**src/hdl/gbs_pkg.sv**
```systemverilog
`default_nettype none

package gbs_pkg;

    // Field widths
    localparam int DIM_W   = 16;           // input coordinate and size fields
    localparam int COORD_W = 18;           // box edges, exact for left + width
    localparam int AREA_W  = 32;           // width * height
    localparam int SUM_W   = 33;           // sum of two areas, union
    localparam int THR_W   = 16;           // Q0.16 overlap limit
    localparam int PROD_W  = 49;           // threshold * union
    localparam int IDX_W   = 10;           // box index in the result

    // Overlap limit after reset, about 0.45 in Q0.16
    localparam logic [THR_W-1:0] THR_RESET = 16'd29491;

    // Queue between front and back
    localparam int QUEUE_DEPTH = 2;
    localparam int QPTR_W      = 1;
    localparam int QCNT_W      = 2;

    // Compare pipeline: read, edges, intersection, union, product
    localparam int PIPE_LEN = 5;

    // One box with its derived corners and area
    typedef struct packed {
        logic signed [COORD_W-1:0] x0;
        logic signed [COORD_W-1:0] y0;
        logic signed [COORD_W-1:0] x1;
        logic signed [COORD_W-1:0] y1;
        logic [AREA_W-1:0]         area;
    } box_t;

    // Queue entry passed from front to back
    typedef struct packed {
        box_t             box;
        logic [IDX_W-1:0] index;
        logic             frame_end;
    } item_t;

    // Result held in the output register
    typedef struct packed {
        logic             keep;
        logic [IDX_W-1:0] index;
        logic             store_full;
        logic             frame_last;
    } result_t;

    // Back-end sequencer
    typedef enum logic [3:0] {
        ST_IDLE   = 4'b0001,
        ST_SWEEP  = 4'b0010,
        ST_DRAIN  = 4'b0100,
        ST_FINISH = 4'b1000
    } back_state_t;

endpackage

`default_nettype wire

```
**src/hdl/gbs_front.sv**
```systemverilog
`default_nettype none

module gbs_front #(
    parameter int BOX_MAX = 1024
) (
    input  wire logic                           clk,
    input  wire logic                           rst_n,
    input  wire logic                           in_valid,
    output logic                                in_stall,
    input  wire logic signed [gbs_pkg::DIM_W-1:0] box_left,
    input  wire logic signed [gbs_pkg::DIM_W-1:0] box_top,
    input  wire logic [gbs_pkg::DIM_W-1:0]      box_width,
    input  wire logic [gbs_pkg::DIM_W-1:0]      box_height,
    input  wire logic                           frame_end,
    input  wire logic                           q_full,
    output logic                                q_push,
    output gbs_pkg::item_t                      q_data
);

    localparam int CNT_W = $clog2(BOX_MAX);

    logic [CNT_W-1:0] idx_reg, idx_next;
    logic             accept;

    assign in_stall = q_full;
    assign accept   = in_valid && !q_full;
    assign q_push   = accept;

    // Form corners and area of the incoming box
    always_comb
    begin
        q_data.box.x0   = gbs_pkg::COORD_W'(box_left);
        q_data.box.y0   = gbs_pkg::COORD_W'(box_top);
        q_data.box.x1   = gbs_pkg::COORD_W'(box_left)
                        + $signed(gbs_pkg::COORD_W'(box_width));
        q_data.box.y1   = gbs_pkg::COORD_W'(box_top)
                        + $signed(gbs_pkg::COORD_W'(box_height));
        q_data.box.area = gbs_pkg::AREA_W'(box_width) * gbs_pkg::AREA_W'(box_height);
        q_data.index     = gbs_pkg::IDX_W'(idx_reg);
        q_data.frame_end = frame_end;
    end

    // Advance the box index, restart it at the end of a frame or after BOX_MAX - 1
    always_comb
    begin
        idx_next = idx_reg;
        if (accept)
        begin
            if (frame_end || idx_reg == CNT_W'(BOX_MAX - 1))
            begin
                idx_next = '0;
            end
            else
            begin
                idx_next = idx_reg + 1'b1;
            end
        end
    end

    always_ff @(posedge clk or negedge rst_n)
    begin
        if (!rst_n)
        begin
            idx_reg <= '0;
        end
        else
        begin
            idx_reg <= idx_next;
        end
    end

endmodule

`default_nettype wire

```
**config.mk**
```make
export PLATFORM = sky130hd
export DESIGN_NAME = gbs_front
export DESIGN_NICKNAME = d
export VERILOG_FILES = /design/src/hdl/gbs_pkg.sv /design/src/hdl/gbs_front.sv
export SDC_FILE = /design/constraint.sdc
export NUM_CORES = 1
export LEC_CHECK = 0
export BUFFER_PORTS_ARGS = -buffer_cell sky130_fd_sc_hd__clkbuf_2
export CAP_MARGIN = 5
export CORE_ASPECT_RATIO = 0.5
export CORE_UTILIZATION = 65
export DETAILED_ROUTE_END_ITERATION = 8
export GPL_ROUTABILITY_DRIVEN = 0
export PLACE_DENSITY = 0.95
export SLEW_MARGIN = 15
export SYNTH_ARGS = -nofsm -noshare
export SYNTH_HDL_FRONTEND = slang
export SYNTH_SLANG_ARGS = --single-unit
```
**constraint.sdc**
```tcl
create_clock -name clk -period 11.26 [get_ports clk]
set_input_delay 0.563 -clock clk [delete_from_list [all_inputs] [get_ports clk]]
set_output_delay 0.563 -clock clk [all_outputs]
set_load 0.01 [all_outputs]
```
==> metrics.txt <==
Mapped Nets 1750; Post-synth top flop dfrtp_1; Core ar. 16600 um^2; first-pass GRT wire length 49700 um; num ports 186; skew final 0.000133 ns; Clock Path Buffers 2; Slew Limit Fails 0; synth-to-layout area growth 7.43%; Die Ht 94.7 um; Vias 10300; crit end category output pin; Initial DRC Count 830; layout net count 1854; post-CTS setup buffer count 0; Num CTS Buffers 3; DRT antenna net count 0; GRT Total Usage 35.4%; largest net degree at the start of global routing 18; Async SR Flop Fraction 100%; WL/cell 18.3 um; H-tree Lvls 1; Slowest Stage Delay on Critical Path 0.70 ns; cell repeated most along the worst path fa_1; Routed WL 30600 um; final worst slack 4.08 ns; 1st-pass router iterations 5; IO Port Bufs 185; post-synth cell types 65; # rows 33; setup TNS 0 ns; grt ovf 0; Sequential cell area 250 um^2; CTS resizes 0; FMAX 0.139 GHz; DR vias/cell 6.12; Reg2Reg Depth 5; count leader, synth inv_1; share of the synthesized area in the top cell type 35.1%; Hold Path Class input pin to asynchronous set/reset pin; DP Worst Slack 4.23 ns; CTS tree built; syn avg cell area 8.30 um^2; Final HPWL DP 25000 um; Post-synth top cells inv_1 (237), fa_1 (196), nand2_1 (185); Syn Inst Count 1346; crit path DAT 6.61 ns; via count of the first global-routing pass 10700; outcome finished clean; final hold viol count 0; Setup crit start kind input pin; unrepaired setup endpoints after global routing no; Synth Cell Area 11200 um^2; Yosys warnings 0; Initial Utilization 67.3%; Synth Register Bits 10; maxcap violations 0; clock sink total 10; final period utilization 63.7%; Tmin final 7.18 ns; Critical Path, Cell by Cell clkbuf_2 > and2_1 > fa_1 > inv_1 > fa_1 > inv_1 > fa_1 > fa_1 > fa_1 > inv_1 > fa_1 > inv_1 > ha_1 > a21oi_1 > o21ai_0 > nor4b_1 > nor3_1 > xor2_1 > clkbuf_2; highest routed layer met4; Hold Buf Count CTS 0; critical path class input pin to output pin; slew margin rel. 50.1%; synth top area cells fa_1 (35%), ha_1 (16%), inv_1 (8.0%); root buf cell clkbuf_16; Crit Path Max Fanout 17; WL met1 10800 um; Seq/Total Area, Yosys 2.24%; Synth area leader fa_1; Worst-Margin Slew 0.738 ns; residual DRC count 0; Die Span X 187 um; Multi-input gate area 9570 um^2; clock latency on the worst-skew pair 0.24 ns; final setup vio count 0; layout cells sized above 1 13.5%; number of diodes 0; required time worst endpoint 10.70 ns; metal3 WL 3500 um; metal2 WL 14800 um; clock slew at reported path FFs 0.04 ns; max FFs per register 10; filler instances 1186; initial antenna violation count 0; Post-synth EDFFs 0; critical path's slowest cell nor4b_1; Die ar. 17800 um^2
## cell usage in the layout, fill, tap and decap left out, types with 5 or more instances in the layout
| cell type | n |
|---|---|
| inv_1 | 237 |
| fa_1 | 196 |
| nand2_1 | 185 |
| clkbuf_2 | 185 |
| ha_1 | 139 |
| and2_1 | 121 |
| a21oi_1 | 48 |
| nor2_1 | 47 |
| xnor2_1 | 35 |
| o21ai_0 | 29 |
| a21o_1 | 23 |
| xor2_1 | 19 |
| nor3_1 | 14 |
| nand3_1 | 13 |
| o21a_1 | 13 |
| and3_1 | 10 |
| dfrtp_1 | 10 |
| nand4_1 | 7 |
| a31oi_1 | 7 |
| nand2b_1 | 7 |
| and4_1 | 6 |
| nor2b_1 | 6 |
| or3_1 | 6 |
| o211ai_1 | 6 |
| o21bai_1 | 6 |
| a21boi_0 | 5 |
## worst paths after layout
| kind | slack, ns | endpoint | startpoint |
|---|---|---|---|
| setup / recovery | 4.08 | q_data[34] | box_width[12] |
| hold / removal | 0.18 | idx_reg[0] | rst_n |
| setup reg to reg | 9.71 | idx_reg[7] | idx_reg[3] |
| hold reg to reg | 0.56 | idx_reg[1] | idx_reg[1] |
| max in group asynchronous | 10.88 | idx_reg[5] | rst_n |
| min in group clk | 0.56 | idx_reg[1] | idx_reg[1] |
## cell families after synthesis
kind of cell | Yosys count | share of synthesized area (%)
AND/OR/NAND/NOR | 435 | 19.1
adder cells (fa/ha/maj) | 335 | 50.7
buffers and inverters | 323 | 12.1
AO/OA/AOI/OAI | 185 | 11.2
XOR/XNOR | 54 | 4.23
flip-flops | 10 | 2.24
multiplexers | 4 | 0.358
## worst max-delay path: cells and delay by family
| family | cells | cell delay (ns) |
|---|---|---|
| AO/OA/AOI/OAI | 2 | 0.48 |
| XOR/XNOR | 1 | 0.29 |
| adder cells (fa/ha/maj) | 7 | 3.38 |
| buffers and inverters | 6 | 0.74 |
| AND/OR/NAND/NOR | 3 | 1.17 |
## metrics by stage
stage / utilization, % / hold WS (ns) / area, um^2 / cells
after global placement: 71.8 / 0.437 / 11900 / 1672
after global routing: 72.3 / 0.199 / 12000 / 1676
after floorplan: - / 0.267 / 11200 / 1346
final: 72.3 / 0.179 / 12000 / 1676
after CTS: 72.3 / 0.187 / 12000 / 1676
after detailed placement: 71.8 / 0.444 / 11900 / 1672
## layout make-up
| class | count | area share [%] |
|---|---|---|
| Clock buffer | 4 | 0.740 |
| Tap cell | 227 | 2.37 |
| Sequential cell | 10 | 2.08 |
| Timing Repair Buffer | 185 | 7.71 |
| Multi-Input combinational cell | 1013 | 79.7 |
| Inverter | 237 | 7.41 |
## per-layer routing
| layer | vias to the layer above | track usage [%] |
|---|---|---|
| li1 | 4450 | - |
| met1 | 4919 | 42.2 |
| met2 | 709 | 62.8 |
| met3 | 183 | 6.54 |
| met4 | 0 | 17.5 |
| met5 | - | 0 |
Power is not shown: default switching activity piles up to over one toggle a cycle in this logic, so the estimate is an artifact.
