==> src/hdl/gbs_pkg.sv <==
`default_nettype none

package gbs_pkg;

    // Field widths
    localparam int DIM_W   = 16;           // input coordinate and size fields
    localparam int COORD_W = 18;           // box edges, exact for left + width
    localparam int AREA_W  = 32;           // width * height
    localparam int SUM_W   = 33;           // sum of two areas, union
    localparam int THR_W   = 16;           // Q0.16 overlap limit
    localparam int PROD_W  = 49;           // threshold * union
    localparam int IDX_W   = 10;           // box index in the result

    // Overlap limit after reset, about 0.45 in Q0.16
    localparam logic [THR_W-1:0] THR_RESET = 16'd29491;

    // Queue between front and back
    localparam int QUEUE_DEPTH = 2;
    localparam int QPTR_W      = 1;
    localparam int QCNT_W      = 2;

    // Compare pipeline: read, edges, intersection, union, product
    localparam int PIPE_LEN = 5;

    // One box with its derived corners and area
    typedef struct packed {
        logic signed [COORD_W-1:0] x0;
        logic signed [COORD_W-1:0] y0;
        logic signed [COORD_W-1:0] x1;
        logic signed [COORD_W-1:0] y1;
        logic [AREA_W-1:0]         area;
    } box_t;

    // Queue entry passed from front to back
    typedef struct packed {
        box_t             box;
        logic [IDX_W-1:0] index;
        logic             frame_end;
    } item_t;

    // Result held in the output register
    typedef struct packed {
        logic             keep;
        logic [IDX_W-1:0] index;
        logic             store_full;
        logic             frame_last;
    } result_t;

    // Back-end sequencer
    typedef enum logic [3:0] {
        ST_IDLE   = 4'b0001,
        ST_SWEEP  = 4'b0010,
        ST_DRAIN  = 4'b0100,
        ST_FINISH = 4'b1000
    } back_state_t;

endpackage

`default_nettype wire

==> src/hdl/gbs_queue.sv <==
`default_nettype none

module gbs_queue (
    input  wire logic           clk,
    input  wire logic           rst_n,
    input  wire logic           push,
    input  gbs_pkg::item_t      push_data,
    output logic                full,
    input  wire logic           pop,
    output gbs_pkg::item_t      pop_data,
    output logic                empty
);

    gbs_pkg::item_t                 entry_reg [gbs_pkg::QUEUE_DEPTH];
    logic [gbs_pkg::QPTR_W-1:0]     wr_ptr_reg, wr_ptr_next;
    logic [gbs_pkg::QPTR_W-1:0]     rd_ptr_reg, rd_ptr_next;
    logic [gbs_pkg::QCNT_W-1:0]     count_reg, count_next;

    assign full     = (count_reg == gbs_pkg::QCNT_W'(gbs_pkg::QUEUE_DEPTH));
    assign empty    = (count_reg == '0);
    assign pop_data = entry_reg[rd_ptr_reg];

    // Advance pointers and fill count
    always_comb
    begin
        wr_ptr_next = push ? wr_ptr_reg + 1'b1 : wr_ptr_reg;
        rd_ptr_next = pop ? rd_ptr_reg + 1'b1 : rd_ptr_reg;
        count_next  = count_reg;
        if (push && !pop)
        begin
            count_next = count_reg + 1'b1;
        end
        else if (pop && !push)
        begin
            count_next = count_reg - 1'b1;
        end
    end

    always_ff @(posedge clk or negedge rst_n)
    begin
        if (!rst_n)
        begin
            wr_ptr_reg <= '0;
            rd_ptr_reg <= '0;
            count_reg  <= '0;
        end
        else
        begin
            wr_ptr_reg <= wr_ptr_next;
            rd_ptr_reg <= rd_ptr_next;
            count_reg  <= count_next;
        end
    end

    // Hold entry storage
    always_ff @(posedge clk)
    begin
        if (push)
        begin
            entry_reg[wr_ptr_reg] <= push_data;
        end
    end

endmodule

`default_nettype wire

==> config.mk <==
export PLATFORM = sky130hd
export DESIGN_NAME = gbs_queue
export DESIGN_NICKNAME = d
export VERILOG_FILES = /design/src/hdl/gbs_pkg.sv /design/src/hdl/gbs_queue.sv
export SDC_FILE = /design/constraint.sdc
export NUM_CORES = 1
export LEC_CHECK = 0
export BUFFER_PORTS_ARGS = -buffer_cell sky130_fd_sc_hd__buf_4
export CAP_MARGIN = 20
export CORE_ASPECT_RATIO = 0.8
export CORE_MARGIN = 2
export CORE_UTILIZATION = 52
export CTS_CLUSTER_DIAMETER = 100
export DETAILED_ROUTE_END_ITERATION = 8
export PLACE_DENSITY = 0.8
export SYNTH_ARGS = -nofsm -noshare
export SYNTH_HDL_FRONTEND = slang
export SYNTH_SLANG_ARGS = --single-unit
==> constraint.sdc <==
create_clock -name clk -period 8.75 [get_ports clk]
set_clock_uncertainty 0.1 [all_clocks]
set_input_delay 0 -clock clk [delete_from_list [all_inputs] [get_ports clk]]
set_output_delay 0 -clock clk [all_outputs]
set_load 0.1 [all_outputs]
==> metrics.txt <==
# TYPE chip_impl_metric gauge
chip_impl_metric{name="synth.yosys.warnings",unit=""} 0
chip_impl_metric{name="via_count_of_the_first_global_routing_pass",unit=""} 5326
chip_impl_metric{name="route.detailed.drc",unit=""} 0
chip_impl_metric{name="maxCapViolCount",unit=""} 0
chip_impl_metric{name="net_count_of_the_mapped_netlist",unit=""} 494
chip_impl_info{name="synth_top_family_by_area",value="multiplexers"} 1
chip_impl_metric{name="port_buffers",unit=""} 235
chip_impl_info{name="worstReg2RegStart",value="wr_ptr_reg$_DFFE_PN0P_"} 1
chip_impl_metric{name="synth_enable_flop_cells",unit=""} 230
chip_impl_metric{name="hold_violations",unit=""} 0
chip_impl_info{name="cts.root.buffer_cell",value="sky130_fd_sc_hd__clkbuf_16"} 1
chip_impl_metric{name="post_synth_fa_ha_maj_area_fraction",unit="%"} 0.145
chip_impl_metric{name="clk_latency",unit="ps"} 500
chip_impl_metric{name="clock-sinks",unit=""} 234
chip_impl_metric{name="grt-ovfl-total",unit=""} 0
chip_impl_metric{name="rows",unit=""} 42
chip_impl_metric{name="multiInputGateArea",unit="mm²"} 0.00154
chip_impl_metric{name="timing_worst_slew_pin_value",unit="ps"} 1080
chip_impl_metric{name="simple_gate_area_share_of_the_yosys_netlist",unit="%"} 0.304
chip_impl_metric{name="floorplan.die_area",unit="mm²"} 0.0177
chip_impl_info{name="critPathKind",value="reg2out"} 1
chip_impl_metric{name="global_route_wire_length_before_repair",unit="µm"} 28400
chip_impl_metric{name="sum_of_negative_setup_slack",unit="ps"} 0
chip_impl_info{name="worst_setup_path_start_kind",value="register"} 1
chip_impl_metric{name="ctsResizeCount",unit=""} 0
chip_impl_metric{name="clk_pin_slew",unit="ps"} 60
chip_impl_metric{name="syn_inst",unit=""} 374
chip_impl_metric{name="die_w",unit="µm"} 148
chip_impl_metric{name="xor_and_xnor_area_share_after_synthesis",unit="%"} 0.507
chip_impl_info{name="ys.flop_type",value="sky130_fd_sc_hd__edfxtp_1"} 1
chip_impl_metric{name="synth.distinct_cells",unit=""} 13
chip_impl_metric{name="detail-route-antenna-nets",unit=""} 0
chip_impl_metric{name="post-dp-hpwl",unit="µm"} 10500
chip_impl_metric{name="num_vias",unit=""} 4868
chip_impl_metric{name="initial_core_util",unit="%"} 52.7
chip_impl_info{name="hold_endpoint",value="entry_reg[0][18]$_DFFE_PP_"} 1
chip_impl_metric{name="detail_route.wirelength",unit="µm"} 19100
chip_impl_info{name="synth_area_leaders",value="sky130_fd_sc_hd__edfxtp_1 (80%), sky130_fd_sc_hd__mux2_2 (9.8%), sky130_fd_sc_hd__mux2_4 (7.0%)"} 1
chip_impl_metric{name="final.fill_count",unit=""} 876
chip_impl_metric{name="finalNetCount",unit=""} 865
chip_impl_metric{name="clock_tree.buffer_depth",unit=""} 3
chip_impl_metric{name="timing.slew.headroom",unit="%"} 27.7
chip_impl_metric{name="syn_area_per_cell",unit="µm²"} 23.1
chip_impl_metric{name="seq_area",unit="mm²"} 0.00701
chip_impl_info{name="regToRegEndpoint",value="entry_reg[1][87]$_DFFE_PP_"} 1
chip_impl_metric{name="largest_register_ff_count",unit=""} 230
chip_impl_info{name="final_cell_mix",value="sky130_fd_sc_hd__buf_4 (238), sky130_fd_sc_hd__edfxtp_1 (230), sky130_fd_sc_hd__dlygate4sd3_1 (119)"} 1
chip_impl_metric{name="gr-usage-all-layers",unit="%"} 21.0
chip_impl_metric{name="die-height",unit="µm"} 119
chip_impl_metric{name="dp_cells",unit=""} 819
chip_impl_metric{name="hold_depth",unit=""} 2
chip_impl_info{name="synth_top_cell_by_area",value="sky130_fd_sc_hd__edfxtp_1"} 1
chip_impl_metric{name="grt_max_degree",unit=""} 78
chip_impl_metric{name="timing.critical_path.required",unit="ps"} 8650
chip_impl_metric{name="stdcell_count",unit=""} 982
chip_impl_metric{name="timing.final.crit_period",unit="ps"} 3150
chip_impl_metric{name="final_layout_size_suffix_gt1_share",unit="%"} 51.3
chip_impl_metric{name="synth_compound_area_share",unit="%"} 0
chip_impl_info{name="timing.critical_path.to_type",value="output pin"} 1
chip_impl_metric{name="avgViaCountPerCell",unit=""} 4.96
chip_impl_metric{name="cts.htree.levels",unit=""} 1
chip_impl_metric{name="postSynth.asyncResetShare",unit="%"} 1.71
chip_impl_metric{name="setup.reg_to_reg.worst_slack",unit="ps"} 6330
chip_impl_metric{name="crit_path_max_incr_delay",unit="ps"} 1130
chip_impl_metric{name="floorplan.core_area",unit="mm²"} 0.0164
chip_impl_metric{name="yosys_register_bits",unit=""} 234
chip_impl_info{name="hold_start",value="push_data[18]"} 1
chip_impl_metric{name="drt-wirelength-per-cell",unit="µm"} 19.4
chip_impl_metric{name="timing.critical_path.arrival",unit="ps"} 3050
chip_impl_info{name="grt_setup_unrepaired",value="false"} 1
chip_impl_info{name="timing.hold.worst.class",value="in2reg"} 1
chip_impl_metric{name="setup_violations",unit=""} 0
chip_impl_metric{name="design.portCount",unit=""} 236
chip_impl_info{name="layout_commonest_cell",value="sky130_fd_sc_hd__buf_4"} 1
chip_impl_metric{name="firstDrtPassIters",unit=""} 4
chip_impl_metric{name="number_of_antenna_violations_at_the_first_check_in_global_routing",unit=""} 0
chip_impl_metric{name="syn-cell-area",unit="mm²"} 0.00864
chip_impl_metric{name="diodes",unit=""} 0
chip_impl_info{name="cts_tree",value="done"} 1
chip_impl_info{name="worst_path_max_delay_cell",value="sky130_fd_sc_hd__dfrtp_4"} 1
chip_impl_metric{name="area_growth_syn_to_layout",unit="%"} 46.5
chip_impl_metric{name="seq_area_frac_synth",unit="%"} 81.1
chip_impl_metric{name="final_max_slew_viol_count",unit=""} 0
chip_impl_metric{name="initialDrtViolationCount",unit=""} 241
chip_impl_metric{name="crit_path_max_fanout",unit=""} 69
chip_impl_metric{name="synth_top_area_share",unit="%"} 79.9
chip_impl_metric{name="ff2ff_path_depth",unit=""} 2
chip_impl_metric{name="cts_buffers",unit=""} 24
chip_impl_metric{name="maxClockFrequency",unit="GHz"} 0.317
chip_impl_metric{name="period_utilisation_layout",unit="%"} 36.0
chip_impl_metric{name="yosys-mux-area-fraction",unit="%"} 16.7
chip_impl_info{name="outcome",value="finished clean"} 1
chip_impl_metric{name="gp_congestion",unit=""} 0.745
chip_impl_info{name="critical_path.cell_chain",value="buf_4, mux2_2, buf_4"} 1
chip_impl_info{name="crit_path_frequent_cell",value="sky130_fd_sc_hd__buf_4"} 1
-- per-stage QoR --
step / worst slack [ps] / utilization, % / hold WS (ps) / cell area [µm²]
final: 5600 / 77.2 / 121 / 12700
after global routing: 5450 / 77.2 / 96.9 / 12700
after CTS: 5550 / 77.1 / 99.3 / 12600
after detailed placement: 5920 / 64.7 / -299 / 10600
after global placement: 5990 / 64.7 / -304 / 10600
after floorplan: 2560 / - / -396 / 8640
-- how the worst max path moves through the flow --
stage                                      start                    endpoint
after floorplan           wr_ptr_reg$_DFFE_PN0P_   entry_reg[0][0]$_DFFE_PP_
after global placement    wr_ptr_reg$_DFFE_PN0P_  entry_reg[0][94]$_DFFE_PP_
after detailed placement  wr_ptr_reg$_DFFE_PN0P_  entry_reg[0][84]$_DFFE_PP_
after CTS                 rd_ptr_reg$_DFFE_PN0P_                pop_data[95]
after global routing      rd_ptr_reg$_DFFE_PN0P_                pop_data[39]
final                     rd_ptr_reg$_DFFE_PN0P_                pop_data[94]
-- cell type report --
| cell class | instances | share of cell area [%] |
|---|---|---|
| Tap cell | 220 | 2.17 |
| Inverter | 1 | 0.0297 |
| Sequential cell | 234 | 55.4 |
| Clock inverter | 12 | 1.46 |
| Clock buffer | 31 | 5.12 |
| Multi-Input combinational cell | 126 | 12.1 |
| Timing Repair Buffer | 358 | 23.7 |
-- synth_stat cells, types with 2 or more instances --
master                     instances
sky130_fd_sc_hd__mux2_2           75
sky130_fd_sc_hd__buf_2             7
sky130_fd_sc_hd__buf_6             6
sky130_fd_sc_hd__mux2_4           40
sky130_fd_sc_hd__nor2b_1           2
sky130_fd_sc_hd__xor2_1            4
sky130_fd_sc_hd__dfrtp_1           4
sky130_fd_sc_hd__nor2_1            2
sky130_fd_sc_hd__edfxtp_1        230
-- critical path, delay by kind of cell (launching register included) --
family                 cells  cell delay (ps)
DFF                        1             1130
muxes                      1              420
buffers and inverters      2              960
-- logic make-up (layout without fill, tap and decap cells) --
family,count (synthesis),in the layout
xor+xnor,5,5
fa+ha+maj,1,1
buf+inv,14,402
flops,234,234
mux,115,115
simple gates,5,5
-- routing by layer --
metal  vias to the layer above  GRT usage [%]  wire, µm
met1                      2369           25.3      7340
met3                        38           5.75      1480
li1                       2222              -         -
met4                         0           6.61       507
met2                       239           36.9      9740
met5                         -              0         0
-- what timing repair did --
item | CTS | global route
buffers inserted | 0 | 0
setup endpoints to repair | 0 | 0
hold buffers | 119 | 0
hold endpoints to repair | 238 | 0
Power is left out: the tool's default activity adds up to more than one toggle a clock period on the data nets, which glitch-free logic cannot reach.
